File: src/object_record_parser_assert.svh
// Assertion macros for the object record parser.
`ifndef OBJECT_RECORD_PARSER_ASSERT_SVH
`define OBJECT_RECORD_PARSER_ASSERT_SVH

`ifndef ASSERT_OFF
`define ORP_ASSERT(lbl, prop, msg) \
  lbl: assert property (@(posedge clk) disable iff (!rst_n) prop) else $error(msg);
`define ORP_ASSERT_ALWAYS(lbl, prop, msg) \
  lbl: assert property (@(posedge clk) prop) else $error(msg);
`else
`define ORP_ASSERT(lbl, prop, msg)
`define ORP_ASSERT_ALWAYS(lbl, prop, msg)
`endif

`endif

File: src/orp_pkg.sv
// ----------------------------------------------------------------------------
// orp_pkg
// Types and constants shared by the object record parser modules.
// ----------------------------------------------------------------------------
`default_nettype none

package orp_pkg;

  localparam logic [15:0] HDR_CODE  = 16'hCADE;
  localparam logic [15:0] HDR_DATA  = 16'hDADA;
  localparam logic [15:0] HDR_LABEL = 16'hC3B7;

  localparam int QUEUE_DEPTH_DEF = 4;

  typedef enum logic [2:0] {
    PH_HDR_HI  = 3'd0,
    PH_HDR_LO  = 3'd1,
    PH_ADR_HI  = 3'd2,
    PH_ADR_LO  = 3'd3,
    PH_CNT_HI  = 3'd4,
    PH_CNT_LO  = 3'd5,
    PH_BODY    = 3'd6,
    PH_WORD_LO = 3'd7
  } phase_t;

  typedef enum logic [1:0] {
    KIND_CODE  = 2'd0,
    KIND_DATA  = 2'd1,
    KIND_LABEL = 2'd2,
    KIND_EMPTY = 2'd3
  } kind_t;

  typedef struct packed {
    kind_t       kind;
    logic [15:0] addr;
    logic [15:0] data;
    logic        last;
  } rec_t;

  typedef struct packed {
    logic full;
    logic empty;
  } q_stat_t;

endpackage

`default_nettype wire

File: src/orp_front.sv
// ----------------------------------------------------------------------------
// orp_front
// Byte parser: assembles big-endian words, decodes headers and forms records.
// ----------------------------------------------------------------------------
`default_nettype none

module orp_front
  import orp_pkg::*;
(
  input  wire logic       clk,
  input  wire logic       rst_n,
  input  wire logic       byte_take,
  input  wire logic [7:0] file_byte,
  output logic            rec_valid,
  output rec_t            rec
);

  phase_t      phase_r, phase_nxt;
  logic [7:0]  hold_r, hold_nxt;
  kind_t       kind_r, kind_nxt;
  logic [15:0] addr_r, addr_nxt;
  logic [15:0] cnt_r, cnt_nxt;
  logic [15:0] word;
  logic        final_one;

  assign word      = {hold_r, file_byte};
  assign final_one = (cnt_r == 16'd1);

  always_ff @(posedge clk) begin
    if (!rst_n) begin
      phase_r <= PH_HDR_HI;
    end else begin
      phase_r <= phase_nxt;
    end
  end

  always_ff @(posedge clk) begin
    if (!rst_n) begin
      hold_r <= 8'h00;
      kind_r <= KIND_CODE;
      addr_r <= 16'h0000;
      cnt_r  <= 16'h0000;
    end else begin
      hold_r <= hold_nxt;
      kind_r <= kind_nxt;
      addr_r <= addr_nxt;
      cnt_r  <= cnt_nxt;
    end
  end

  always_comb begin
    phase_nxt = phase_r;
    hold_nxt  = hold_r;
    kind_nxt  = kind_r;
    addr_nxt  = addr_r;
    cnt_nxt   = cnt_r;
    rec_valid = 1'b0;
    rec.kind  = kind_r;
    rec.addr  = addr_r;
    rec.data  = word;
    rec.last  = final_one;
    if (byte_take) begin
      unique case (phase_r)
        PH_HDR_HI: begin
          hold_nxt  = file_byte;
          phase_nxt = PH_HDR_LO;
        end
        PH_HDR_LO: begin
          phase_nxt = PH_ADR_HI;
          priority if (word == HDR_CODE) begin
            kind_nxt = KIND_CODE;
          end else if (word == HDR_DATA) begin
            kind_nxt = KIND_DATA;
          end else if (word == HDR_LABEL) begin
            kind_nxt = KIND_LABEL;
          end else begin
            phase_nxt = PH_HDR_HI;
          end
        end
        PH_ADR_HI: begin
          hold_nxt  = file_byte;
          phase_nxt = PH_ADR_LO;
        end
        PH_ADR_LO: begin
          addr_nxt  = word;
          phase_nxt = PH_CNT_HI;
        end
        PH_CNT_HI: begin
          hold_nxt  = file_byte;
          phase_nxt = PH_CNT_LO;
        end
        PH_CNT_LO: begin
          cnt_nxt = word;
          if (word != 16'd0) begin
            phase_nxt = PH_BODY;
          end else begin
            phase_nxt = PH_HDR_HI;
            if (kind_r == KIND_LABEL) begin
              rec_valid = 1'b1;
              rec.kind  = KIND_EMPTY;
              rec.data  = 16'd0;
              rec.last  = 1'b1;
            end
          end
        end
        PH_BODY: begin
          if (kind_r == KIND_LABEL) begin
            cnt_nxt   = cnt_r - 16'd1;
            rec_valid = 1'b1;
            rec.data  = {8'h00, file_byte};
            if (final_one) begin
              phase_nxt = PH_HDR_HI;
            end
          end else begin
            hold_nxt  = file_byte;
            phase_nxt = PH_WORD_LO;
          end
        end
        PH_WORD_LO: begin
          cnt_nxt   = cnt_r - 16'd1;
          addr_nxt  = addr_r + 16'd1;
          rec_valid = 1'b1;
          phase_nxt = final_one ? PH_HDR_HI : PH_BODY;
        end
        default: begin
          phase_nxt = PH_HDR_HI;
        end
      endcase
    end
  end

endmodule

`default_nettype wire

File: src/orp_queue.sv
// ----------------------------------------------------------------------------
// orp_queue
// Short register queue that decouples the parser from the output stage.
// ----------------------------------------------------------------------------
`default_nettype none

module orp_queue
  import orp_pkg::*;
#(
  parameter int DEPTH = QUEUE_DEPTH_DEF
) (
  input  wire logic clk,
  input  wire logic rst_n,
  input  wire logic push,
  input  rec_t      push_rec,
  input  wire logic pop,
  output rec_t      head_rec,
  output q_stat_t   stat
);

  localparam int PW = $clog2(DEPTH);
  localparam int CW = $clog2(DEPTH + 1);

  rec_t          mem_r [DEPTH];
  logic [PW-1:0] wr_ptr_r, wr_ptr_nxt;
  logic [PW-1:0] rd_ptr_r, rd_ptr_nxt;
  logic [CW-1:0] count_r, count_nxt;

  assign stat.full  = (count_r == CW'(DEPTH));
  assign stat.empty = (count_r == '0);
  assign head_rec   = mem_r[rd_ptr_r];

  always_comb begin
    wr_ptr_nxt = wr_ptr_r;
    rd_ptr_nxt = rd_ptr_r;
    count_nxt  = count_r;
    if (push) begin
      wr_ptr_nxt = (wr_ptr_r == PW'(DEPTH - 1)) ? '0 : wr_ptr_r + 1'b1;
    end
    if (pop) begin
      rd_ptr_nxt = (rd_ptr_r == PW'(DEPTH - 1)) ? '0 : rd_ptr_r + 1'b1;
    end
    if (push && !pop) begin
      count_nxt = count_r + 1'b1;
    end else if (pop && !push) begin
      count_nxt = count_r - 1'b1;
    end
  end

  always_ff @(posedge clk) begin
    if (!rst_n) begin
      wr_ptr_r <= '0;
      rd_ptr_r <= '0;
      count_r  <= '0;
    end else begin
      wr_ptr_r <= wr_ptr_nxt;
      rd_ptr_r <= rd_ptr_nxt;
      count_r  <= count_nxt;
    end
  end

  always_ff @(posedge clk) begin
    if (push) begin
      mem_r[wr_ptr_r] <= push_rec;
    end
  end

endmodule

`default_nettype wire

File: src/orp_back.sv
// ----------------------------------------------------------------------------
// orp_back
// Output stage: pulls records from the queue into the result register.
// ----------------------------------------------------------------------------
`default_nettype none

module orp_back
  import orp_pkg::*;
(
  input  wire logic clk,
  input  wire logic rst_n,
  input  q_stat_t   q_stat,
  input  rec_t      head_rec,
  output logic      pop,
  input  wire logic out_ready,
  output logic      out_valid,
  output rec_t      out_rec
);

  logic out_valid_r, out_valid_nxt;
  rec_t out_rec_r;

  assign pop           = !q_stat.empty && (!out_valid_r || out_ready);
  assign out_valid_nxt = pop || (out_valid_r && !out_ready);
  assign out_valid     = out_valid_r;
  assign out_rec       = out_rec_r;

  always_ff @(posedge clk) begin
    if (!rst_n) begin
      out_valid_r <= 1'b0;
    end else begin
      out_valid_r <= out_valid_nxt;
    end
  end

  always_ff @(posedge clk) begin
    if (pop) begin
      out_rec_r <= head_rec;
    end
  end

endmodule

`default_nettype wire

File: src/object_record_parser.sv
// ----------------------------------------------------------------------------
// object_record_parser
// Parses an object file byte stream into code, data and label records.
// ----------------------------------------------------------------------------
// The input channel takes one file byte per cycle on in_valid/in_ready. Bytes
// pair up into big-endian words, label characters apart, and the block accepts
// a new byte in every cycle as long as its internal record queue has room, so
// sustained throughput is one byte per cycle. A byte that completes a code or
// data word, carries a label character or closes an empty label yields one
// result word on the out_ channel; all other bytes only advance the parser.
// A result's record is written into the queue when the byte that caused it is
// accepted; it moves into the output register that drives out_valid once the
// records ahead of it have gone and that register is free or being taken.
// When the receiver holds out_ready low, results collect in
// the queue; once it holds QUEUE_DEPTH records, in_ready drops until the
// output side drains. Reset (rst_n low, synchronous) empties the queue and
// the output register and returns the parser to expecting a header word.
// ----------------------------------------------------------------------------
`default_nettype none
`include "object_record_parser_assert.svh"

module object_record_parser
  import orp_pkg::*;
#(
  parameter int QUEUE_DEPTH = QUEUE_DEPTH_DEF
) (
  input  wire logic        clk,
  input  wire logic        rst_n,
  input  wire logic        in_valid,
  output logic             in_ready,
  input  wire logic [7:0]  in_file_byte,
  output logic             out_valid,
  input  wire logic        out_ready,
  output logic [1:0]       out_record_kind,
  output logic [15:0]      out_target_address,
  output logic [15:0]      out_payload,
  output logic             out_last_of_block
);

  logic    byte_take;
  logic    rec_valid;
  rec_t    rec;
  rec_t    head_rec;
  rec_t    out_rec;
  q_stat_t q_stat;
  logic    pop;
  logic    push;

  assign in_ready  = !q_stat.full;
  assign byte_take = in_valid && in_ready;
  assign push      = rec_valid;

  orp_front u_front (
    .clk       (clk),
    .rst_n     (rst_n),
    .byte_take (byte_take),
    .file_byte (in_file_byte),
    .rec_valid (rec_valid),
    .rec       (rec)
  );

  orp_queue #(
    .DEPTH (QUEUE_DEPTH)
  ) u_queue (
    .clk      (clk),
    .rst_n    (rst_n),
    .push     (push),
    .push_rec (rec),
    .pop      (pop),
    .head_rec (head_rec),
    .stat     (q_stat)
  );

  orp_back u_back (
    .clk       (clk),
    .rst_n     (rst_n),
    .q_stat    (q_stat),
    .head_rec  (head_rec),
    .pop       (pop),
    .out_ready (out_ready),
    .out_valid (out_valid),
    .out_rec   (out_rec)
  );

  assign out_record_kind    = out_rec.kind;
  assign out_target_address = out_rec.addr;
  assign out_payload        = out_rec.data;
  assign out_last_of_block  = out_rec.last;

  `ORP_ASSERT(a_no_push_full, push |-> !q_stat.full, "record pushed into full queue")
  `ORP_ASSERT(a_no_pop_empty, pop |-> !q_stat.empty, "record popped from empty queue")
  `ORP_ASSERT(a_push_needs_byte, push |-> byte_take, "record formed without a byte")
  `ORP_ASSERT(a_empty_label_form,
    (out_valid && out_record_kind == KIND_EMPTY) |-> (out_last_of_block && out_payload == 16'd0),
    "empty label result malformed")

endmodule

`default_nettype wire

File: config.mk
export PLATFORM = sky130hd
export DESIGN_NAME = object_record_parser
export DESIGN_NICKNAME = d
export VERILOG_FILES = /design/src/orp_pkg.sv /design/src/orp_front.sv /design/src/orp_queue.sv /design/src/orp_back.sv /design/src/object_record_parser.sv
export VERILOG_INCLUDE_DIRS = /design/src /design/src/src
export SDC_FILE = /design/constraint.sdc
export NUM_CORES = 1
export LEC_CHECK = 0
export BUFFER_PORTS_ARGS = -buffer_cell sky130_fd_sc_hd__buf_2
export CAP_MARGIN = 25
export CORE_UTILIZATION = 30
export DETAILED_ROUTE_END_ITERATION = 7
export MAX_ROUTING_LAYER = met4
export PLACE_DENSITY = 0.44
export SLEW_MARGIN = 20
export SYNTH_ARGS = -nofsm -noshare
export SYNTH_HDL_FRONTEND = slang
export SYNTH_SLANG_ARGS = --single-unit
File: constraint.sdc
create_clock -name clk -period 5.98 [get_ports clk]
set_clock_uncertainty 0.05 [all_clocks]
set_input_delay 1.196 -clock clk [delete_from_list [all_inputs] [get_ports clk]]
set_output_delay 1.196 -clock clk [all_outputs]
set_load 0.01 [all_outputs]
==> results of run 1 <==
==> worst max-delay path by stage <==
stage,from,to
after floorplan,out_ready,u_queue.count_r[2]
after global placement,in_file_byte[3],u_queue.count_r[2]
after detailed placement,in_file_byte[0],u_queue.count_r[2]
after CTS,in_file_byte[0],u_queue.count_r[2]
after global routing,in_file_byte[0],u_queue.count_r[2]
final,in_file_byte[0],u_queue.count_r[2]
==> layout make-up <==
type	count	share of cell area, %
Sequential cell	228	58.2
Tap cell	396	4.56
Timing Repair Buffer	60	3.50
Clock buffer	39	6.80
Antenna cell	1	0.0230
Inverter	18	0.622
Clock inverter	6	0.945
Multi-Input combinational cell	350	25.4
==> where the power goes <==
group	total (mW)	internal [mW]	switching, mW
logic	0.668	0.283	0.385
clock network	1.56	0.971	0.588
registers	2.00	1.90	0.100
==> layer usage <==
| metal | up-vias | wire [um] | global-route usage (%) |
|---|---|---|---|
| met5 | - | 0 | - |
| met4 | 0 | 410 | 3.67 |
| met3 | 29 | 1070 | 1.98 |
| met2 | 169 | 10700 | 23.8 |
| met1 | 2795 | 9810 | 19.3 |
| li1 | 2566 | - | - |
==> placed cells by master (no fill, tap or decap), types with 16 or more instances in the layout <==
cell type | netlist | final
mux4_2 | 35 | 35
nor2_1 | 29 | 29
nand2_1 | 45 | 45
a21oi_1 | 34 | 33
clkbuf_16 | 0 | 25
buf_2 | 6 | 48
nor3_1 | 16 | 16
o21ai_0 | 26 | 26
edfxtp_1 | 175 | 175
dfxtp_1 | 53 | 52
inv_1 | 18 | 18
==> metrics by stage <==
stage	hold slack (ns)	cells	instance area [um2]	total power, mW	util [%]
finish	0.428	1098	10900	4.23	35.5
global route	0.438	1097	10900	4.42	35.5
CTS	0.430	1094	10800	4.30	35.3
detailed placement	0.419	1049	9950	2.73	32.5
global placement	0.413	1048	9930	2.72	32.5
floorplan	0.398	637	9310	2.48	-
==> logic make-up after synthesis <==
kind of cell | count (synthesis) | synth area share (%)
muxes | 48 | 9.86
xor gates and xnor gates | 3 | 0.282
and+or+nand+nor | 170 | 9.55
adders and majority gates | 10 | 1.42
DFF | 228 | 67.8
AOI/OAI and AO/OA | 119 | 8.20
buffers and inverters | 59 | 2.86
==> tightest hold or removal path, stage by stage, from the launching register on <==
cell and delay, ns:
dfxtp_1 0.32, nand2_1 0.06, o22ai_1 0.05
==> state kept, by name (all words and copies together) (netlist names) <==
register	flops
u_front.addr_r	16
u_back.out_valid	1
u_queue.mem_r	140
u_front.cnt_r	16
u_front.kind_r	2
u_front.hold_r	8
u_back.out_rec	35
u_queue.count_r	3
u_queue.rd_ptr_r	2
u_queue.wr_ptr_r	2
u_front.phase_r	3
==> results.json, run 1 <==
{
  "rows": 64,
  "tns_ns": 0,
  "dp_hpwl_um": 13600,
  "slew_viol_final": 0,
  "finalCriticalPeriod_ns": 3.68,
  "vias": 5559,
  "ant_nets": 0,
  "drt_iter0_markers": 500,
  "cts_root_buf": "clkbuf_16",
  "cp_max_fo": 10,
  "synth_top_cell_area_share_pct": 56.4,
  "post_cts_buffers": 0,
  "synth_area_leaders": "edfxtp_1 (56%), dfxtp_1 (11%), mux4_2 (8.5%), a21oi_1 (1.8%), nand2_1 (1.8%)",
  "yosys_register_bits": 228,
  "grt_pass1_vias": 5667,
  "maxCapViolations": 0,
  "insertion_delay_ns": 0.51,
  "r2r_cells": 9,
  "yosysMostFrequentCell": "edfxtp_1",
  "grt_pass1_wl_um": 33800,
  "synth_area_leader_cell": "edfxtp_1",
  "drc": 0,
  "gp_congestion": 0.819,
  "synth_nets": 659,
  "worst_pin_slew_ns": 0.846,
  "regArea_um2": 6320,
  "viasPerCell": 5.06,
  "r2r_slack_ns": 2.55,
  "nFillCells": 2900,
  "async_reset_ff_share_pct": 0,
  "synthesis.area_um2": 9310,
  "cts_num_sinks": 228,
  "crit_chain": "buf_2, nor4_1, and4_1, a21oi_1, nor2_1, ha_1, inv_1, fa_1, xor2_1, or3_1, a21oi_1",
  "grt_max_degree": 39,
  "die_height_um": 178,
  "synth_ff_type": "edfxtp_1",
  "crit_type": "in2reg",
  "min_to": "u_front.cnt_r[10]",
  "nets": 705,
  "worst_path_max_delay_cell": "nor2_1",
  "relSlewSlack_pct": 43.1,
  "finalHoldViolCount": 0,
  "cpMostUsedCell": "a21oi_1",
  "hold_path.class": "reg2reg",
  "synthToLayoutAreaGrowth_pct": 16.6,
  "post-route-period-util_pct": 61.5,
  "cts_hold_buf": 0,
  "routedWlPerCell_um": 20.1,
  "core_um2": 30600,
  "setup_slack_ns": 2.30,
  "cts_tree": "yes",
  "pwr_density_cell_nw_per_um2": 390,
  "multiInputGateArea_um2": 2750,
  "slowest_delay_ns": 0.45,
  "r2r_start": "u_front.phase_r[2]",
  "reg2reg_to": "u_queue.count_r[2]",
  "die_area_um2": 31800,
  "synth-edff-count": 175,
  "initial_core_util_pct": 30.4,
  "syn_area_per_cell_um2": 14.6,
  "port_buffers": 48,
  "dp_slack_ns": 1.85,
  "yosysSeqAreaShare_pct": 67.8,
  "antenna_found_initial": 0,
  "layout-drive-gt1-share_pct": 21.5,
  "syn-instance-count": 637,
  "gr-total-overflow": 0,
  "die_w_um": 178,
  "cp.arrival_ns": 4.07,
  "synth_warnings": 0,
  "p_leak_nw": 3.51,
  "cts.repair.resized": 0,
  "synth_cell_type_count": 62,
  "clkTransAtPathRegs_ns": 0.06,
  "synth_commonest_cells": "edfxtp_1 (175), dfxtp_1 (53), nand2_1 (45), mux4_2 (35), a21oi_1 (34)",
  "cts_made_buffers": 25,
  "whs_path_depth": 2,
  "status": "completed",
  "cp-end-kind": "flop",
  "wirelength_um": 22000,
  "track_usage_pct": 14.6,
  "vdd.ir_drop.worst_mv": 0.151,
  "clk_path_buf_depth": 3,
  "grt_setup_unrepaired": "false",
  "cts_max_level": 1,
  "cp-start-kind": "input port",
  "max_freq_ghz": 0.272,
  "first_pass_iters": 5,
  "setup_viol": 0,
  "required_ns": 6.37,
  "cp.depth": 11,
  "path_buf_inv": 2,
  "cpLargestDelayFamily": "simple AND/OR/NAND/NOR gates",
  "top_level_ports": 49,
  "hold_start": "u_front.cnt_r[10]"
}
No activity file was read; power rests on OpenSTA's default activity.
==> run 2, diff against run 1 <==
--- a/config.mk
+++ b/config.mk
@@ -6,6 +6,7 @@
 export SDC_FILE = /design/constraint.sdc
 export NUM_CORES = 1
 export LEC_CHECK = 0
+export ABC_AREA = 1
 export BUFFER_PORTS_ARGS = -buffer_cell sky130_fd_sc_hd__buf_2
 export CAP_MARGIN = 25
 export CORE_UTILIZATION = 30
==> constraint.sdc (replaced) <==
create_clock -name clk -period 3.4 [get_ports clk]
set_clock_uncertainty 0.05 [all_clocks]
set_input_delay 0.68 -clock clk [delete_from_list [all_inputs] [get_ports clk]]
set_output_delay 0.68 -clock clk [all_outputs]
set_load 0.01 [all_outputs]
==> run 2 against run 1 <==
Effect of this change:
- area after synthesis up 2.7%
- sequential share of layout area is 1.9 points lower
- via count increased by 20%
- critical path type is now reg2reg
- largest power group unchanged
- highest routed layer unchanged
==> results.json, run 2 <==
{
  "status": "completed",
  "pwr_density_cell_nw_per_um2": 695,
  "layout_common_cells": "edfxtp_1 (175), nor2_1 (148), o21ai_0 (119), nand2_1 (117), a21oi_1 (61)",
  "synth_top_cell_area_share_pct": 55.0,
  "ant_nets": 0,
  "hold_path.class": "in2reg",
  "cts_hold_buf": 0,
  "setup_viol": 0,
  "clkTransAtPathRegs_ns": 0.06,
  "post_cts_buffers": 0,
  "grt_pass1_wl_um": 39300,
  "initial_core_util_pct": 30.4,
  "cts_root_buf": "clkbuf_16",
  "clk_path_buf_depth": 3,
  "nets": 996,
  "layout-drive-gt1-share_pct": 13.9,
  "async_reset_ff_share_pct": 0,
  "cts_num_sinks": 228,
  "crit_type": "reg2reg",
  "grt_pass1_vias": 6564,
  "finalHoldViolCount": 0,
  "finalCriticalPeriod_ns": 2.58,
  "cts_tree": "yes",
  "synth_area_leaders": "edfxtp_1 (55%), dfxtp_1 (11%), o21ai_0 (6.2%), nor2_1 (6.0%), nand2_1 (4.6%)",
  "regArea_um2": 6320,
  "gp_congestion": 0.872,
  "die_w_um": 181,
  "synthToLayoutAreaGrowth_pct": 17.4,
  "routedWlPerCell_um": 18.1,
  "path_buf_inv": 4,
  "regMostFlops": "u_queue.mem_r",
  "vias": 6691,
  "tns_ns": 0,
  "p_leak_nw": 4.07,
  "cpLargestDelayFamily": "simple AND/OR/NAND/NOR gates",
  "cp_max_fo": 5,
  "synthesis.area_um2": 9560,
  "track_usage_pct": 16.2,
  "largest_reg_flops": 140,
  "post-route-period-util_pct": 76.0,
  "required_ns": 3.76,
  "crit_chain": "inv_1, nor2_1, inv_1, nor2_1, nor2_1, o21ai_0, nand2_1, inv_1, ha_1, inv_1, fa_1, a21oi_1, o21ai_0, o21ai_0, a21oi_1",
  "viasPerCell": 4.79,
  "die_height_um": 181,
  "synth_area_leader_cell": "edfxtp_1",
  "drt_iter0_markers": 406,
  "vdd.ir_drop.worst_mv": 0.463,
  "core_um2": 31500,
  "die_area_um2": 32600,
  "slowest_delay_ns": 0.44,
  "antenna_found_initial": 3,
  "synth_nets": 939,
  "cpMostUsedCell": "inv_1",
  "wirelength_um": 25400,
  "worst_path_max_delay_cell": "fa_1",
  "relSlewSlack_pct": 46.4,
  "cts_made_buffers": 26,
  "cp-start-kind": "flop",
  "port_buffers": 48,
  "cts_max_level": 1,
  "cts.repair.resized": 0,
  "utilization_pct": 35.7,
  "yosysSeqAreaShare_pct": 66.1,
  "final_common_cell": "edfxtp_1",
  "max_freq_ghz": 0.387,
  "syn_area_per_cell_um2": 10.4,
  "synth_commonest_cells": "edfxtp_1 (175), nor2_1 (153), o21ai_0 (119), nand2_1 (117), a21oi_1 (61)",
  "cp-end-kind": "flop",
  "worst_pin_slew_ns": 0.803,
  "yosys_register_bits": 228,
  "gr-total-overflow": 0,
  "rows": 65,
  "synth_ff_type": "edfxtp_1",
  "top_level_ports": 49,
  "synth-edff-count": 175,
  "grt_max_degree": 55,
  "synth_cell_type_count": 36,
  "dp_hpwl_um": 16400,
  "syn-instance-count": 917,
  "insertion_delay_ns": 0.52,
  "multiInputGateArea_um2": 2840,
  "drc": 0,
  "maxCapViolations": 0,
  "synth_warnings": 0,
  "slew_viol_final": 0,
  "cp.arrival_ns": 2.94,
  "grt_setup_unrepaired": "false",
  "nFillCells": 3159,
  "yosysMostFrequentCell": "edfxtp_1",
  "first_pass_iters": 4
}
## run 2: metrics by stage
step           setup slack [ns]  cells  area (um2)  power [mW]  hold WS, ns
2_1_floorplan            0.0890    917        9560        4.43        0.402
3_3_place_gp              0.422   1348       10400        5.14        0.430
3_5_place_dp              0.459   1348       10400        5.14        0.428
4_1_cts                   0.842   1396       11200        7.93        0.416
5_1_grt                   0.558   1398       11200        8.20        0.417
6_report                  0.816   1398       11200        7.80        0.418
## run 2: worst paths after layout
check	from	end	slack (ns)	cells after the start
max	u_front.kind_r[1]	u_queue.count_r[2]	0.82	15
max reg2reg	u_front.kind_r[1]	u_queue.count_r[2]	0.82	15
min	in_file_byte[6]	u_queue.mem_r[0][7]	0.42	1
min reg2reg	u_queue.count_r[2]	u_queue.count_r[2]	0.44	2
## run 2: kinds of logic after synthesis
logic type               count (synthesis)  share of synthesized area (%)
adder cells (fa/ha/maj)                 10                           1.39
XOR/XNOR                                 7                          0.641
AO/OA/AOI/OAI                          237                           13.3
AND/OR/NAND/NOR                        324                           14.0
flip-flops                             228                           66.1
buffers and inverters                  111                           4.59
## run 2: worst register-to-register path, cell delays in order, from the launching register on
cell,delay (ns)
dfxtp_1,0.41
inv_1,0.11
nor2_1,0.19
inv_1,0.06
nor2_1,0.23
nor2_1,0.07
o21ai_0,0.08
nand2_1,0.11
inv_1,0.07
ha_1,0.14
inv_1,0.07
fa_1,0.44
a21oi_1,0.15
o21ai_0,0.11
o21ai_0,0.15
a21oi_1,0.05
## run 2: layout make-up
type	instances	area share [%]
tap	402	4.48
timing repair buffer	77	4.19
sequential	228	56.3
clock buffer	33	6.40
antenna	2	0.0446
inverter	63	2.11
multi-input combinational	578	25.3
clock inverter	15	1.17
## run 2: where the power goes
| part | internal, mW | switching (mW) |
|---|---|---|
| Combinational | 0.449 | 1.11 |
| Clock | 1.64 | 1.12 |
| Sequential | 3.39 | 0.0924 |
## run 2: metal layers
layer	vias to the layer above	share of wire (%)	track usage, %
li1	3323	-	-
met1	3201	48	21.9
met2	146	46	25.3
met3	21	4.4	2.79
met4	0	1.1	4.00
met5	-	0	-
